$ cat config.mk
export PLATFORM = sky130hd
export DESIGN_NAME = motion_segment_classifier_unit_flat
export DESIGN_NICKNAME = d
export VERILOG_FILES = /design/src/rtl/msc_pkg.sv /design/src/rtl/msc_in_if.sv /design/src/rtl/msc_out_if.sv /design/src/rtl/msc_cfg_if.sv /design/src/rtl/motion_segment_classifier_unit.sv /design/src/flat_wrapper.sv
export SDC_FILE = /design/constraint.sdc
export NUM_CORES = 2
export LEC_CHECK = 0
export ABC_AREA = 1
export ABC_CLOCK_PERIOD_IN_PS = 17100
export CAP_MARGIN = 10
export CORE_ASPECT_RATIO = 1.1
export CORE_MARGIN = 2
export CORE_UTILIZATION = 60
export CTS_CLUSTER_DIAMETER = 80
export DETAILED_ROUTE_END_ITERATION = 10
export DONT_BUFFER_PORTS = 1
export GPL_ROUTABILITY_DRIVEN = 0
export GPL_TIMING_DRIVEN = 0
export PLACE_DENSITY = 0.72
export SKIP_CTS_REPAIR_TIMING = 1
export SYNTH_ARGS = -nofsm -noshare
export SYNTH_HDL_FRONTEND = slang
export SYNTH_SLANG_ARGS = --single-unit
$ cat constraint.sdc
create_clock -name clk_i -period 17.1 [get_ports clk_i]
set_input_delay 0 -clock clk_i [delete_from_list [all_inputs] [get_ports clk_i]]
set_output_delay 0 -clock clk_i [all_outputs]
set_load 0.01 [all_outputs]
$ cat src/rtl/msc_pkg.sv
package msc_pkg;

  // Field widths of the words on the three channels.
  localparam int RATE_W       = 20;
  localparam int THRESH_W     = 19;
  localparam int SPEED_W      = 16;
  localparam int TICKS_W      = 16;
  localparam int PERIOD_W     = 10;
  localparam int SCALE_W      = 10;
  localparam int ACCEL_W      = 32;
  localparam int CODE_W       = 2;
  localparam int EVENT_W      = 3;
  localparam int SEG_W        = 2;
  localparam int CFG_ADDR_W   = 3;
  localparam int CFG_DATA_W   = 19;

  localparam int COUNT_BITS_DEFAULT = 16;

  // Configuration register indexes.
  localparam logic [CFG_ADDR_W-1:0] REG_CURVE_ENTER    = 3'd0;
  localparam logic [CFG_ADDR_W-1:0] REG_CURVE_EXIT     = 3'd1;
  localparam logic [CFG_ADDR_W-1:0] REG_CURVE_CONFIRM  = 3'd2;
  localparam logic [CFG_ADDR_W-1:0] REG_STRAIGHT_CONF  = 3'd3;
  localparam logic [CFG_ADDR_W-1:0] REG_MIN_SPEED      = 3'd4;
  localparam logic [CFG_ADDR_W-1:0] REG_TELEM_PERIOD   = 3'd5;
  localparam logic [CFG_ADDR_W-1:0] REG_DERIV_SCALE    = 3'd6;

  // Register reset values.
  localparam logic [THRESH_W-1:0] RST_CURVE_ENTER   = 19'd3000;
  localparam logic [THRESH_W-1:0] RST_CURVE_EXIT    = 19'd1000;
  localparam logic [TICKS_W-1:0]  RST_CURVE_CONFIRM = 16'd50;
  localparam logic [TICKS_W-1:0]  RST_STRAIGHT_CONF = 16'd100;
  localparam logic [SPEED_W-1:0]  RST_MIN_SPEED     = 16'd100;
  localparam logic [PERIOD_W-1:0] RST_TELEM_PERIOD  = 10'd20;
  localparam logic [SCALE_W-1:0]  RST_DERIV_SCALE   = 10'd50;

  // Input command codes.
  localparam logic CMD_TICK  = 1'b0;
  localparam logic CMD_EVENT = 1'b1;

  // Outside event codes.
  localparam logic [CODE_W-1:0] CODE_ACCEL    = 2'd0;
  localparam logic [CODE_W-1:0] CODE_DECEL    = 2'd1;
  localparam logic [CODE_W-1:0] CODE_CURVE    = 2'd2;
  localparam logic [CODE_W-1:0] CODE_STRAIGHT = 2'd3;

  // Result event codes.
  localparam logic [EVENT_W-1:0] EV_NONE     = 3'd0;
  localparam logic [EVENT_W-1:0] EV_ACCEL    = 3'd1;
  localparam logic [EVENT_W-1:0] EV_DECEL    = 3'd2;
  localparam logic [EVENT_W-1:0] EV_CURVE    = 3'd3;
  localparam logic [EVENT_W-1:0] EV_STRAIGHT = 3'd4;

  // Segment codes.
  localparam logic [SEG_W-1:0] SEG_UNKNOWN  = 2'd0;
  localparam logic [SEG_W-1:0] SEG_STRAIGHT = 2'd1;
  localparam logic [SEG_W-1:0] SEG_CURVE    = 2'd2;

endpackage

$ cat src/rtl/msc_in_if.sv
interface msc_in_if import msc_pkg::*; ();
  logic                      valid;
  logic                      ready;
  logic                      command;
  logic                      moving;
  logic                      rate_fresh;
  logic signed [RATE_W-1:0]  yaw_rate;
  logic [SPEED_W-1:0]        speed_now;
  logic [CODE_W-1:0]         event_code;

  modport source (output valid, command, moving, rate_fresh, yaw_rate, speed_now, event_code,
                  input ready);
  modport sink (input valid, command, moving, rate_fresh, yaw_rate, speed_now, event_code,
                output ready);
endinterface

$ cat src/rtl/msc_out_if.sv
interface msc_out_if import msc_pkg::*; ();
  logic                       valid;
  logic                       ready;
  logic [EVENT_W-1:0]         event_out;
  logic                       sample_valid;
  logic signed [RATE_W-1:0]   sample_rate;
  logic signed [ACCEL_W-1:0]  angular_accel;
  logic signed [ACCEL_W-1:0]  linear_accel;
  logic [SPEED_W-1:0]         sample_speed;

  modport source (output valid, event_out, sample_valid, sample_rate, angular_accel,
                  linear_accel, sample_speed, input ready);
  modport sink (input valid, event_out, sample_valid, sample_rate, angular_accel,
                linear_accel, sample_speed, output ready);
endinterface

$ cat src/rtl/msc_cfg_if.sv
interface msc_cfg_if import msc_pkg::*; ();
  logic                   valid;
  logic                   ready;
  logic [CFG_ADDR_W-1:0]  addr;
  logic [CFG_DATA_W-1:0]  wdata;

  modport source (output valid, addr, wdata, input ready);
  modport sink (input valid, addr, wdata, output ready);
endinterface

$ cat src/rtl/motion_segment_classifier_unit.sv
// Channel  Dir  Handshake        Word
// in_i     in   valid / ready    command, moving, rate_fresh, yaw_rate, speed_now, event_code
// out_o    out  valid / ready    event_out, sample_valid, sample_rate, angular_accel,
//                                linear_accel, sample_speed
// cfg_i    in   valid / ready    addr (register index), wdata
//
// Every input word yields exactly one result word. A word taken on in_i waits in the
// input register and then moves into the result register, from which out_o offers it.
// One word per cycle is sustained while out_o does not stall: the input register feeds one
// pass of logic (a 21x11 multiply followed by the smoothing add) into the result register.
// Reset (rst_ni low, asynchronous) restores the register defaults and clears all state.
// A stalled out_o holds its word; the input register then keeps one more word and
// in_i ready drops until the result register drains. cfg_i is always ready.
module motion_segment_classifier_unit import msc_pkg::*; #(
  parameter int COUNT_BITS = COUNT_BITS_DEFAULT
) (
  input  logic       clk_i,
  input  logic       rst_ni,
  msc_in_if.sink     in_i,
  msc_cfg_if.sink    cfg_i,
  msc_out_if.source  out_o
);

  // Counters compare against the 16-bit confirm values at the wider of both widths.
  localparam int CmpW = (COUNT_BITS > TICKS_W) ? COUNT_BITS : TICKS_W;
  localparam int DiffRW = RATE_W + 1;
  localparam int DiffSW = SPEED_W + 1;
  localparam int SumW = ACCEL_W + 3;
  localparam int QuotW = SumW - 2;

  // Configuration registers.
  logic [THRESH_W-1:0] enter_rate_q, exit_rate_q;
  logic [TICKS_W-1:0]  curve_conf_q, straight_conf_q;
  logic [SPEED_W-1:0]  min_speed_q;
  logic [PERIOD_W-1:0] period_q;
  logic [SCALE_W-1:0]  scale_q;

  assign cfg_i.ready = 1'b1;

  always_ff @(posedge clk_i or negedge rst_ni) begin
    if (!rst_ni) begin
      enter_rate_q    <= RST_CURVE_ENTER;
      exit_rate_q     <= RST_CURVE_EXIT;
      curve_conf_q    <= RST_CURVE_CONFIRM;
      straight_conf_q <= RST_STRAIGHT_CONF;
      min_speed_q     <= RST_MIN_SPEED;
      period_q        <= RST_TELEM_PERIOD;
      scale_q         <= RST_DERIV_SCALE;
    end else if (cfg_i.valid) begin
      case (cfg_i.addr)
        REG_CURVE_ENTER:   enter_rate_q    <= cfg_i.wdata[THRESH_W-1:0];
        REG_CURVE_EXIT:    exit_rate_q     <= cfg_i.wdata[THRESH_W-1:0];
        REG_CURVE_CONFIRM: curve_conf_q    <= cfg_i.wdata[TICKS_W-1:0];
        REG_STRAIGHT_CONF: straight_conf_q <= cfg_i.wdata[TICKS_W-1:0];
        REG_MIN_SPEED:     min_speed_q     <= cfg_i.wdata[SPEED_W-1:0];
        REG_TELEM_PERIOD:  period_q        <= cfg_i.wdata[PERIOD_W-1:0];
        REG_DERIV_SCALE:   scale_q         <= cfg_i.wdata[SCALE_W-1:0];
        default: ;
      endcase
    end
  end

  // Input register and handshake. A word moves on when the result register is
  // empty or is being emptied in this cycle.
  logic                     in_vld_q;
  logic                     cmd_q, moving_q, fresh_q;
  logic signed [RATE_W-1:0] rate_q;
  logic [SPEED_W-1:0]       speed_q;
  logic [CODE_W-1:0]        code_q;
  logic                     out_vld_q;
  logic                     advance;

  assign advance    = in_vld_q && (!out_vld_q || out_o.ready);
  assign in_i.ready = !in_vld_q || advance;

  always_ff @(posedge clk_i or negedge rst_ni) begin
    if (!rst_ni) begin
      in_vld_q <= 1'b0;
    end else if (in_i.ready) begin
      in_vld_q <= in_i.valid;
    end
  end

  always_ff @(posedge clk_i) begin
    if (in_i.valid && in_i.ready) begin
      cmd_q    <= in_i.command;
      moving_q <= in_i.moving;
      fresh_q  <= in_i.rate_fresh;
      rate_q   <= in_i.yaw_rate;
      speed_q  <= in_i.speed_now;
      code_q   <= in_i.event_code;
    end
  end

  // Classifier and telemetry state.
  logic [SEG_W-1:0]           seg_q, seg_d;
  logic [COUNT_BITS-1:0]      curve_cnt_q, curve_cnt_d;
  logic [COUNT_BITS-1:0]      straight_cnt_q, straight_cnt_d;
  logic [PERIOD_W-1:0]        per_cnt_q, per_cnt_d;
  logic signed [RATE_W-1:0]   last_rate_q, last_rate_d;
  logic [SPEED_W-1:0]         last_speed_q, last_speed_d;
  logic signed [ACCEL_W-1:0]  smooth_ang_q, smooth_ang_d;
  logic signed [ACCEL_W-1:0]  smooth_lin_q, smooth_lin_d;

  // Result word under construction.
  logic [EVENT_W-1:0]         ev_d;
  logic                       smp_d;
  logic signed [RATE_W-1:0]   smp_rate_d;
  logic signed [ACCEL_W-1:0]  ang_d, lin_d;
  logic [SPEED_W-1:0]         smp_speed_d;

  // (3 * acc + raw) / 4, rounded toward zero, clamped to the 32-bit range.
  function automatic logic signed [ACCEL_W-1:0] smooth_step(
    input logic signed [ACCEL_W-1:0] acc,
    input logic signed [ACCEL_W-1:0] raw
  );
    logic signed [SumW-1:0]  sum;
    logic signed [QuotW-1:0] quo;
    sum = (SumW'(acc) <<< 1) + SumW'(acc) + SumW'(raw);
    quo = sum[SumW-1:2];
    if (sum[SumW-1] && (sum[1:0] != 2'b00)) begin
      quo = quo + QuotW'(1);
    end
    if (quo[QuotW-1] != quo[ACCEL_W-1]) begin
      smooth_step = quo[QuotW-1] ? {1'b1, {(ACCEL_W-1){1'b0}}} : {1'b0, {(ACCEL_W-1){1'b1}}};
    end else begin
      smooth_step = quo[ACCEL_W-1:0];
    end
  endfunction

  logic [RATE_W-1:0]          mag;
  logic                       gated;
  logic                       curve_inc, straight_inc;
  logic [PERIOD_W-1:0]        per_next;
  logic signed [DiffRW-1:0]   diff_rate;
  logic signed [DiffSW-1:0]   diff_speed;
  logic signed [SCALE_W:0]    scale_s;
  logic signed [ACCEL_W-1:0]  raw_ang, raw_lin;

  // Magnitude of the yaw rate; the most negative input yields 2^19, which still fits.
  assign mag = rate_q[RATE_W-1] ? (~rate_q + RATE_W'(1)) : rate_q;
  assign gated = !moving_q || !fresh_q || (speed_q < min_speed_q);

  // Counters saturate at their confirm value and at their own all-ones value.
  assign curve_inc = (CmpW'(curve_cnt_q) < CmpW'(curve_conf_q)) && !(&curve_cnt_q);
  assign straight_inc = (CmpW'(straight_cnt_q) < CmpW'(straight_conf_q)) &&
                        !(&straight_cnt_q);

  assign per_next   = per_cnt_q + PERIOD_W'(1);
  assign diff_rate  = DiffRW'(rate_q) - DiffRW'(last_rate_q);
  assign diff_speed = $signed({1'b0, speed_q}) - $signed({1'b0, last_speed_q});
  assign scale_s    = $signed({1'b0, scale_q});
  // Both operands are sign-extended first so the product keeps all of its bits.
  assign raw_ang    = ACCEL_W'(diff_rate) * ACCEL_W'(scale_s);
  assign raw_lin    = ACCEL_W'(diff_speed) * ACCEL_W'(scale_s);

  always_comb begin
    seg_d          = seg_q;
    curve_cnt_d    = curve_cnt_q;
    straight_cnt_d = straight_cnt_q;
    per_cnt_d      = per_cnt_q;
    last_rate_d    = last_rate_q;
    last_speed_d   = last_speed_q;
    smooth_ang_d   = smooth_ang_q;
    smooth_lin_d   = smooth_lin_q;
    ev_d           = EV_NONE;
    smp_d          = 1'b0;
    smp_rate_d     = '0;
    ang_d          = '0;
    lin_d          = '0;
    smp_speed_d    = '0;

    if (cmd_q == CMD_EVENT) begin
      // Outside events are echoed; curve and straight also force the segment.
      ev_d = {1'b0, code_q} + EVENT_W'(1);
      if (code_q == CODE_CURVE) begin
        seg_d          = SEG_CURVE;
        curve_cnt_d    = '0;
        straight_cnt_d = '0;
      end else if (code_q == CODE_STRAIGHT) begin
        seg_d          = SEG_STRAIGHT;
        curve_cnt_d    = '0;
        straight_cnt_d = '0;
      end
    end else begin
      // Hysteresis detection: the band between the thresholds clears both counters.
      if (gated) begin
        curve_cnt_d    = '0;
        straight_cnt_d = '0;
      end else if (mag >= RATE_W'(enter_rate_q)) begin
        straight_cnt_d = '0;
        curve_cnt_d    = curve_inc ? curve_cnt_q + COUNT_BITS'(1) : curve_cnt_q;
        if ((CmpW'(curve_cnt_d) >= CmpW'(curve_conf_q)) && (seg_q != SEG_CURVE)) begin
          seg_d          = SEG_CURVE;
          curve_cnt_d    = '0;
          straight_cnt_d = '0;
          ev_d           = EV_CURVE;
        end
      end else if (mag <= RATE_W'(exit_rate_q)) begin
        curve_cnt_d    = '0;
        straight_cnt_d = straight_inc ? straight_cnt_q + COUNT_BITS'(1) : straight_cnt_q;
        if ((CmpW'(straight_cnt_d) >= CmpW'(straight_conf_q)) &&
            (seg_q != SEG_STRAIGHT)) begin
          seg_d          = SEG_STRAIGHT;
          curve_cnt_d    = '0;
          straight_cnt_d = '0;
          ev_d           = EV_STRAIGHT;
        end
      end else begin
        curve_cnt_d    = '0;
        straight_cnt_d = '0;
      end

      // Telemetry runs on every tick, gated or not.
      per_cnt_d = per_next;
      if (per_next >= period_q) begin
        per_cnt_d    = '0;
        last_rate_d  = rate_q;
        last_speed_d = speed_q;
        smooth_ang_d = smooth_step(smooth_ang_q, raw_ang);
        smooth_lin_d = smooth_step(smooth_lin_q, raw_lin);
        smp_d        = 1'b1;
        smp_rate_d   = rate_q;
        ang_d        = smooth_ang_d;
        lin_d        = smooth_lin_d;
        smp_speed_d  = speed_q;
      end
    end
  end

  always_ff @(posedge clk_i or negedge rst_ni) begin
    if (!rst_ni) begin
      seg_q          <= SEG_UNKNOWN;
      curve_cnt_q    <= '0;
      straight_cnt_q <= '0;
      per_cnt_q      <= '0;
      last_rate_q    <= '0;
      last_speed_q   <= '0;
      smooth_ang_q   <= '0;
      smooth_lin_q   <= '0;
    end else if (advance) begin
      seg_q          <= seg_d;
      curve_cnt_q    <= curve_cnt_d;
      straight_cnt_q <= straight_cnt_d;
      per_cnt_q      <= per_cnt_d;
      last_rate_q    <= last_rate_d;
      last_speed_q   <= last_speed_d;
      smooth_ang_q   <= smooth_ang_d;
      smooth_lin_q   <= smooth_lin_d;
    end
  end

  // Result register.
  logic [EVENT_W-1:0]         ev_q;
  logic                       smp_q;
  logic signed [RATE_W-1:0]   smp_rate_q;
  logic signed [ACCEL_W-1:0]  ang_q, lin_q;
  logic [SPEED_W-1:0]         smp_speed_q;

  always_ff @(posedge clk_i or negedge rst_ni) begin
    if (!rst_ni) begin
      out_vld_q <= 1'b0;
    end else if (advance) begin
      out_vld_q <= 1'b1;
    end else if (out_o.ready) begin
      out_vld_q <= 1'b0;
    end
  end

  always_ff @(posedge clk_i) begin
    if (advance) begin
      ev_q        <= ev_d;
      smp_q       <= smp_d;
      smp_rate_q  <= smp_rate_d;
      ang_q       <= ang_d;
      lin_q       <= lin_d;
      smp_speed_q <= smp_speed_d;
    end
  end

  assign out_o.valid         = out_vld_q;
  assign out_o.event_out     = ev_q;
  assign out_o.sample_valid  = smp_q;
  assign out_o.sample_rate   = smp_rate_q;
  assign out_o.angular_accel = ang_q;
  assign out_o.linear_accel  = lin_q;
  assign out_o.sample_speed  = smp_speed_q;

endmodule

$ cat src/flat_wrapper.sv
// flat-port wrapper written by rule: the top's interface ports become plain ports
module motion_segment_classifier_unit_flat import msc_pkg::*;
#(
  parameter int COUNT_BITS = COUNT_BITS_DEFAULT
)
  (clk_i, rst_ni, in_i_valid, in_i_command, in_i_moving, in_i_rate_fresh, in_i_yaw_rate, in_i_speed_now, in_i_event_code, in_i_ready, cfg_i_valid, cfg_i_addr, cfg_i_wdata, cfg_i_ready, out_o_valid, out_o_event_out, out_o_sample_valid, out_o_sample_rate, out_o_angular_accel, out_o_linear_accel, out_o_sample_speed, out_o_ready);
  msc_in_if in_i_i ();
  msc_cfg_if cfg_i_i ();
  msc_out_if out_o_i ();
  input  logic clk_i;
  input  logic rst_ni;
  input wire logic [$bits(in_i_i.valid)-1:0] in_i_valid;
  input wire logic [$bits(in_i_i.command)-1:0] in_i_command;
  input wire logic [$bits(in_i_i.moving)-1:0] in_i_moving;
  input wire logic [$bits(in_i_i.rate_fresh)-1:0] in_i_rate_fresh;
  input wire logic [$bits(in_i_i.yaw_rate)-1:0] in_i_yaw_rate;
  input wire logic [$bits(in_i_i.speed_now)-1:0] in_i_speed_now;
  input wire logic [$bits(in_i_i.event_code)-1:0] in_i_event_code;
  output wire logic [$bits(in_i_i.ready)-1:0] in_i_ready;
  input wire logic [$bits(cfg_i_i.valid)-1:0] cfg_i_valid;
  input wire logic [$bits(cfg_i_i.addr)-1:0] cfg_i_addr;
  input wire logic [$bits(cfg_i_i.wdata)-1:0] cfg_i_wdata;
  output wire logic [$bits(cfg_i_i.ready)-1:0] cfg_i_ready;
  output wire logic [$bits(out_o_i.valid)-1:0] out_o_valid;
  output wire logic [$bits(out_o_i.event_out)-1:0] out_o_event_out;
  output wire logic [$bits(out_o_i.sample_valid)-1:0] out_o_sample_valid;
  output wire logic [$bits(out_o_i.sample_rate)-1:0] out_o_sample_rate;
  output wire logic [$bits(out_o_i.angular_accel)-1:0] out_o_angular_accel;
  output wire logic [$bits(out_o_i.linear_accel)-1:0] out_o_linear_accel;
  output wire logic [$bits(out_o_i.sample_speed)-1:0] out_o_sample_speed;
  input wire logic [$bits(out_o_i.ready)-1:0] out_o_ready;
  assign in_i_i.valid = in_i_valid;
  assign in_i_i.command = in_i_command;
  assign in_i_i.moving = in_i_moving;
  assign in_i_i.rate_fresh = in_i_rate_fresh;
  assign in_i_i.yaw_rate = in_i_yaw_rate;
  assign in_i_i.speed_now = in_i_speed_now;
  assign in_i_i.event_code = in_i_event_code;
  assign in_i_ready = in_i_i.ready;
  assign cfg_i_i.valid = cfg_i_valid;
  assign cfg_i_i.addr = cfg_i_addr;
  assign cfg_i_i.wdata = cfg_i_wdata;
  assign cfg_i_ready = cfg_i_i.ready;
  assign out_o_valid = out_o_i.valid;
  assign out_o_event_out = out_o_i.event_out;
  assign out_o_sample_valid = out_o_i.sample_valid;
  assign out_o_sample_rate = out_o_i.sample_rate;
  assign out_o_angular_accel = out_o_i.angular_accel;
  assign out_o_linear_accel = out_o_i.linear_accel;
  assign out_o_sample_speed = out_o_i.sample_speed;
  assign out_o_i.ready = out_o_ready;
  motion_segment_classifier_unit #(.COUNT_BITS(COUNT_BITS)) u_core (.clk_i(clk_i), .rst_ni(rst_ni), .in_i(in_i_i), .cfg_i(cfg_i_i), .out_o(out_o_i));
endmodule
## After elaboration in Yosys (flattened, before gate mapping)

Index checks and enable logic that the tools add are counted.

| cells by class | value |
|---|---|
| reduce and logical (&&, ||, !) cells | 38 |
| $add $sub $neg | 13 |
| equality and inequality tests | 15 |
| magnitude comparators | 8 |
| $mul | 2 |
| divide/modulo/power cells | 0 |
| multiplexer cells | 42 |
| bitwise gates (word level) | 3 |
| shifts and indexed selects | 0 |

Operators with widths:

| kind | count |
|---|---|
| 16-bit two-way mux | 13 |
| 33-bit two-way mux | 6 |
| 32-bit two-way mux | 4 |
| 33-bit by 32-bit adder with 34-bit output | 2 |
| 33-bit by 2-bit adder with 33-bit output, second input constant | 2 |
| 16-bit < comparator | 3 |
| 34-bit by 28-bit adder with 35-bit output | 1 |
| 34-bit by 32-bit adder with 35-bit output | 1 |
| 16-bit by 1-bit adder with 16-bit output, second input constant | 2 |
| 16-bit greater-or-equal comparator | 2 |
| 21-bit by 11-bit multiplier with 32-bit output | 1 |
| 16-bit AND reduction | 2 |
| 17-bit by 11-bit multiplier with 28-bit output | 1 |
| 20-bit by 20-bit subtractor with 21-bit output | 1 |
| 20-bit by 2-bit adder with 20-bit output, second input constant | 1 |
| 20-bit by 19-bit greater-or-equal comparator with 1-bit output | 1 |
| 20-bit by 19-bit <= comparator with 1-bit output | 1 |
| 20-bit two-way mux | 1 |
| 20-bit NOT | 1 |
| 2-bit two-way mux | 9 |
| 2-bit AND reduction | 9 |
| 16-bit by 16-bit subtractor with 17-bit output | 1 |
| 3-bit two-way mux | 5 |
| 10-bit by 1-bit adder with 10-bit output, second input constant | 1 |
| 23 further kinds | 50 |

| storage, ports and cells | value |
|---|---|
| bits in read-only memories | 0 |
| input bits | 68 |
| latch bits | 0 |
| word-level logic and storage cells | 150 |
| register bits | 397 |
| RAM bits | 0 |
| output and inout bits | 107 |
| memories | 0 |

## Depth between registers and ports, before layout

| depth | value |
|---|---|
| word-level depth | 11 |
| gate-level depth with buffers | 50 |
| mapped depth without buffers | 49 |

## Worst setup path before layout

No wires, ideal clock.

| timing | value |
|---|---|
| path kind | flip-flop to flip-flop |
| start point | register u_core.speed_q[3] |
| end point | register u_core.lin_q[29], in the netlist u_core.out_o.linear_accel[29], data pin |
| cell stages (with the launch flop) | 40 |
| setup time | 270 ps |
| path buffers | 2 |
| data arrival time | 8228 ps |
| clock period less this slack | 8498 ps |
| setup slack | 8602 ps |
| required time | 16830 ps |
| cell sequence | edfxtp_1 -> ha_1 -> a21oi_1 -> nand2_1 -> nand3_1 -> o2111ai_1 -> nand3_1 -> nand2_1 -> nand2_1 -> nand2_1 -> a21oi_1 -> inv_1 -> nor2_1 -> inv_1 -> fa_1 -> inv_1 -> fa_1 -> inv_1 -> [... 4 more ...] -> fa_1 -> inv_1 -> ha_1 -> nand2_1 -> nor3_1 -> and2_1 -> and2_1 -> nand2_1 -> nand3_1 -> nand3_2 -> inv_1 -> buf_4 -> nand3_1 -> nand2_2 -> nand2_1 -> nand2_2 -> buf_4 -> a21oi_1 |

| between the ends | value |
|---|---|
| word-level cells in the longest chain between the ends | 9 |
| elaborated cells between the ends (all ways) | 11 |
| those cells by class | add/sub: 3; mul: 1; eq/ne: 1; mux: 5; reduce/logical: 1 |

Ends and longest elaborated chain:

| item | line | text |
|---|---|---|
| from (decl) | motion_segment_classifier_unit.sv:68 | `logic [SPEED_W-1:0] speed_q;` |
| from (signal assigned) | motion_segment_classifier_unit.sv:90 | `speed_q <= in_i.speed_now;` |
| 16-bit by 16-bit subtractor with 17-bit output (*) | motion_segment_classifier_unit.sv:151 | `assign diff_speed = $signed({1'b0, speed_q}) - $signed({1'b0, last_speed_q});` |
| 17-bit by 11-bit multiplier with 28-bit output (*) | motion_segment_classifier_unit.sv:155 | `assign raw_lin = ACCEL_W'(diff_speed) * ACCEL_W'(scale_s);` |
| 34-bit by 28-bit adder with 35-bit output (*) | motion_segment_classifier_unit.sv:119 | `sum = (SumW'(acc) <<< 1) + SumW'(acc) + SumW'(raw);` |
| 33-bit by 2-bit adder with 33-bit output / 1-bit logical AND (equally long branches) | motion_segment_classifier_unit.sv:122, motion_segment_classifier_unit.sv:121 |  |
| 33-bit two-way mux (*) | motion_segment_classifier_unit.sv:121 | `if (sum[SumW-1] && (sum[1:0] != 2'b00)) begin` |
| 33-bit two-way mux (*) | motion_segment_classifier_unit.sv:216 | `if (per_next >= period_q) begin` |
| 33-bit two-way mux (*) | motion_segment_classifier_unit.sv:173 | `if (cmd_q == CMD_EVENT) begin` |
| 32-bit two-way mux / 1-bit inequality test (equally long branches) | motion_segment_classifier_unit.sv:125, motion_segment_classifier_unit.sv:124 |  |
| 32-bit two-way mux (*) | motion_segment_classifier_unit.sv:124 | `if (quo[QuotW-1] != quo[ACCEL_W-1]) begin` |
| to (signal assigned) | motion_segment_classifier_unit.sv:276 | `lin_q <= lin_d;` |
| to (decl) | motion_segment_classifier_unit.sv:257 | `logic signed [ACCEL_W-1:0] ang_q, lin_q;` |

Every way passes the cells marked *; elsewhere a longest branch is shown, timed or not. The select of a mux whose other input is x is not followed.
A chain may end at the register's enable or synchronous reset.

## Final worst setup path

| timing | value |
|---|---|
| start point | register u_core.speed_q[0] |
| end point | register u_core.lin_q[10], in the netlist u_core.out_o.linear_accel[10], data pin |

| between the ends | value |
|---|---|
| word-level cells in the longest chain between the ends | 10 |
| elaborated cells between the ends (all ways) | 12 |
| those cells by class | add/sub: 3; mul: 1; eq/ne: 1; mux: 5; reduce/logical: 2 |

Ends and longest elaborated chain:

| item | line |
|---|---|
| 16-bit by 16-bit subtractor with 17-bit output (*) | motion_segment_classifier_unit.sv:151 |
| 17-bit by 11-bit multiplier with 28-bit output (*) | motion_segment_classifier_unit.sv:155 |
| 34-bit by 28-bit adder with 35-bit output (*) | motion_segment_classifier_unit.sv:119 |
| branches (longest 2 deep; another with 33-bit by 2-bit adder with 33-bit output) | n/a |
| 33-bit two-way mux (*) | motion_segment_classifier_unit.sv:121 |
| 33-bit two-way mux (*) | motion_segment_classifier_unit.sv:216 |
| 33-bit two-way mux (*) | motion_segment_classifier_unit.sv:173 |
| 32-bit two-way mux / 1-bit inequality test (equally long branches) | motion_segment_classifier_unit.sv:125, motion_segment_classifier_unit.sv:124 |
| 32-bit two-way mux (*) | motion_segment_classifier_unit.sv:124 |

Every way passes the cells marked *. The select of a mux whose other input is x is not followed.

==> results.py <==
metrics = {
    "global_routing": {
        "grt.total_usage_pct": 33.4,
        "overflow": 0,
        "grt_pass1_vias": 37300,
        "grt_max_degree": 253,
        "grt_pass1_wl_mm": 197,
        "antenna_found_initial": 2,
    },
    "place": {
        "detailed_place_hpwl_mm": 99.7,
        "pre_cts_ws_ns": 7.45,
        "port_buffers": 0,
        "dpl_cell_area_mm2": 0.0455,
    },
    "critical_path": {
        "critPathKind": "register to register",
        "worstSetupStartpointType": "register",
        "r2r_slack_ns": 7.31,
        "cp-end-kind": "register",
        "cp_data_arrival_time_ns": 10.23,
        "crit_path_frequent_cell": "nand2_1",
        "startpoint": "u_core.speed_q[0]$_DFFE_PP_",
        "timing.rr.start": "u_core.speed_q[0]$_DFFE_PP_",
        "slowest_delay_ns": 0.73,
        "required_ns": 17.54,
        "path_max_fanout": 18,
        "slowest_stage": "nor2_4",
    },
    "hold_path": {
        "hp-class": "input pin to register",
        "hp-start": "in_i_speed_now[12]",
    },
    "sta": {
        "timing.final.crit_share_pct": 57.3,
        "timing.final.ws_setup_ns": 7.31,
        "maxSlewHeadroom_pct": 2.02,
        "max_freq_ghz": 0.102,
        "finalCriticalPeriod_ns": 9.79,
        "skew_ns": 0.0189,
        "worstMarginPinSlew_ns": 1.47,
        "hold_viol": 0,
        "finalMaxSlewViolations": 0,
        "setup_violations": 0,
        "rsz0062_at_grt": "false",
        "setup_tns_ns": 0,
    },
    "yosys": {
        "ys_seq_area_share_pct": 24.2,
        "yosys.cell_types.count": 59,
        "synth_cells": 5762,
        "netlist_area_mm2": 0.0442,
        "syn_area_per_cell_um2": 7.67,
        "postSynthRegisterBits": 397,
        "syn_nets": 6649,
        "yosys_warnings": 0,
        "synth_edf_count": 145,
        "synth_flop_cell": "dfrtp_1",
        "synth-async-reset-ratio_pct": 63.5,
    },
    "routing": {
        "wl_per_cell_um": 18.0,
        "vias_per_cell": 5.37,
        "dr.pass1.iters": 8,
        "wirelength_mm": 124,
        "ant_nets": 0,
        "vias": 37000,
        "drtIter0Drc": 3077,
        "drc": 0,
    },
    "cells_and_area": {
        "layout.nets": 6786,
        "antenna_cells": 0,
        "fin_util_pct": 65.7,
        "drive_gt1_share_pct": 4.30,
        "final_cell_area_mm2": 0.0480,
        "area_growth_pct": 8.61,
    },
    "die": {
        "die_w_um": 263,
        "dieHeight_um": 289,
        "die_area_mm2": 0.0758,
        "start_util_pct": 60.5,
        "core_area_mm2": 0.0730,
        "ios": 175,
        "fp-row-count": 104,
    },
    "cts": {
        "clockBufferDepth": 3,
        "clock_sinks": 397,
        "tritoncts": "built",
        "clkLatencyLatePin_ns": 0.63,
        "path_clk_slew_ns": 0.06,
        "cts_buffers": 46,
        "cts-htree-levels": 2,
        "cts_root_buf": "clkbuf_16",
    },
    "outcome": {
        "status": "finished clean",
    },
    "run": {
        "drv_cap": 0,
    },
}
## critical path, delay by kind of cell, from the launching register on
family | cells | cell delay (ns)
adder cells (fa/ha/maj) | 8 | 3.36
buffers and inverters | 9 | 1.21
flip-flops | 1 | 0.36
AND/OR/NAND/NOR | 21 | 3.59
AO/OA/AOI/OAI | 3 | 1.07
## Yosys cell counts, types with 6 or more instances
cell type,count,area share [%]
a21oi_1,200,2.3
and2_1,12,0.17
buf_2,13,0.15
buf_4,11,0.19
clkbuf_1,87,0.74
dfrtp_1,225,13
dfstp_2,27,1.6
edfxtp_1,145,9.9
fa_1,495,22
ha_1,324,9.2
inv_1,1425,12
inv_2,10,0.085
nand2_1,1477,13
nand2_2,36,0.51
nand3_1,200,2.3
nand3_2,6,0.14
nand3b_1,23,0.39
nand4_1,63,0.89
nor2_1,436,3.7
nor2_2,15,0.21
nor3_1,47,0.53
nor4_1,10,0.14
o211ai_1,11,0.19
o21ai_0,230,2.6
o21ai_1,7,0.079
o21bai_1,9,0.15
o31ai_1,7,0.12
or2_2,28,0.40
xnor2_1,31,0.61
xor2_1,95,1.9
## metrics by stage
stage                     hold WS, ns  cells
after floorplan                -0.296   5762
after global placement         -0.291   6716
after detailed placement       -0.289   6721
after CTS                      -0.958   6807
after global routing         -0.00111   6891
final                         0.00669   6891
## registers in the layout, summed over array words and instances (netlist names), 19 cells and up
register and flops:
u_core.smooth_ang_q 32, u_core.smooth_lin_q 32, u_core.out_o.sample_rate 20, u_core.exit_rate_q 19, u_core.out_o.linear_accel 32, u_core.enter_rate_q 19
u_core.out_o.angular_accel 32, u_core.rate_q 20, u_core.last_rate_q 20
## cell usage in the layout (no fill, tap or decap), drive strengths merged, types with 27 or more instances in the layout
| cell type | Yosys | layout |
|---|---|---|
| nand2 | 1514 | 1514 |
| inv | 1435 | 1439 |
| fa | 495 | 495 |
| nor2 | 451 | 451 |
| ha | 324 | 324 |
| o21ai | 239 | 239 |
| dfrtp | 225 | 225 |
| nand3 | 207 | 207 |
| a21oi | 202 | 202 |
| edfxtp | 145 | 145 |
| clkbuf | 88 | 139 |
| xor2 | 96 | 96 |
| dlygate4sd3 | 0 | 83 |
| nand4 | 63 | 63 |
| nor3 | 51 | 51 |
| buf | 31 | 37 |
| xnor2 | 31 | 31 |
| or2 | 28 | 28 |
| dfstp | 27 | 27 |
## final timing paths
kind,to,cells after the start
worst max-delay path,u_core.out_o.linear_accel[10]$_SDFFCE_PP0P_,41
worst min-delay path,u_core.speed_q[12]$_DFFE_PP_,1
worst max register to register,u_core.out_o.linear_accel[10]$_SDFFCE_PP0P_,41
worst min register to register,u_core.exit_rate_q[11]$_DFFE_PN0P_,2
max in group asynchronous,u_core.smooth_ang_q[31]$_DFFE_PN0P_,2
min in group asynchronous,u_core.straight_cnt_q[13]$_DFFE_PN0P_,2
## layer usage
metal  track usage [%]  routed length (um)  vias to the layer above
met4              16.7                6940                        2
met5                 0                  16                        -
met2              57.8               60300                     1303
met3              5.51                8730                      357
li1                  -                   -                    17600
met1              40.7               48300                    17800
## cells by family after synthesis
family / Yosys count / share of synthesized area (%)
and+or+nand+nor: 2367 / 22.2
other: 1 / 0.00849
AOI/OAI and AO/OA: 492 / 5.92
adders and majority gates: 819 / 31.6
DFF: 397 / 24.2
buffers and inverters: 1559 / 13.5
xor gates and xnor gates: 127 / 2.53
## cell type report
type	instances	area [um^2]
multi-input combinational	3806	27500
fill	6265	25000
sequential	397	10700
inverter	1438	5400
tap	954	1190
clock buffer	51	1170
timing repair buffer	89	963
buffer	121	573
clock inverter	35	458
Power is not shown: default switching activity piles up to over one toggle a cycle in this logic, so the estimate is an artifact.
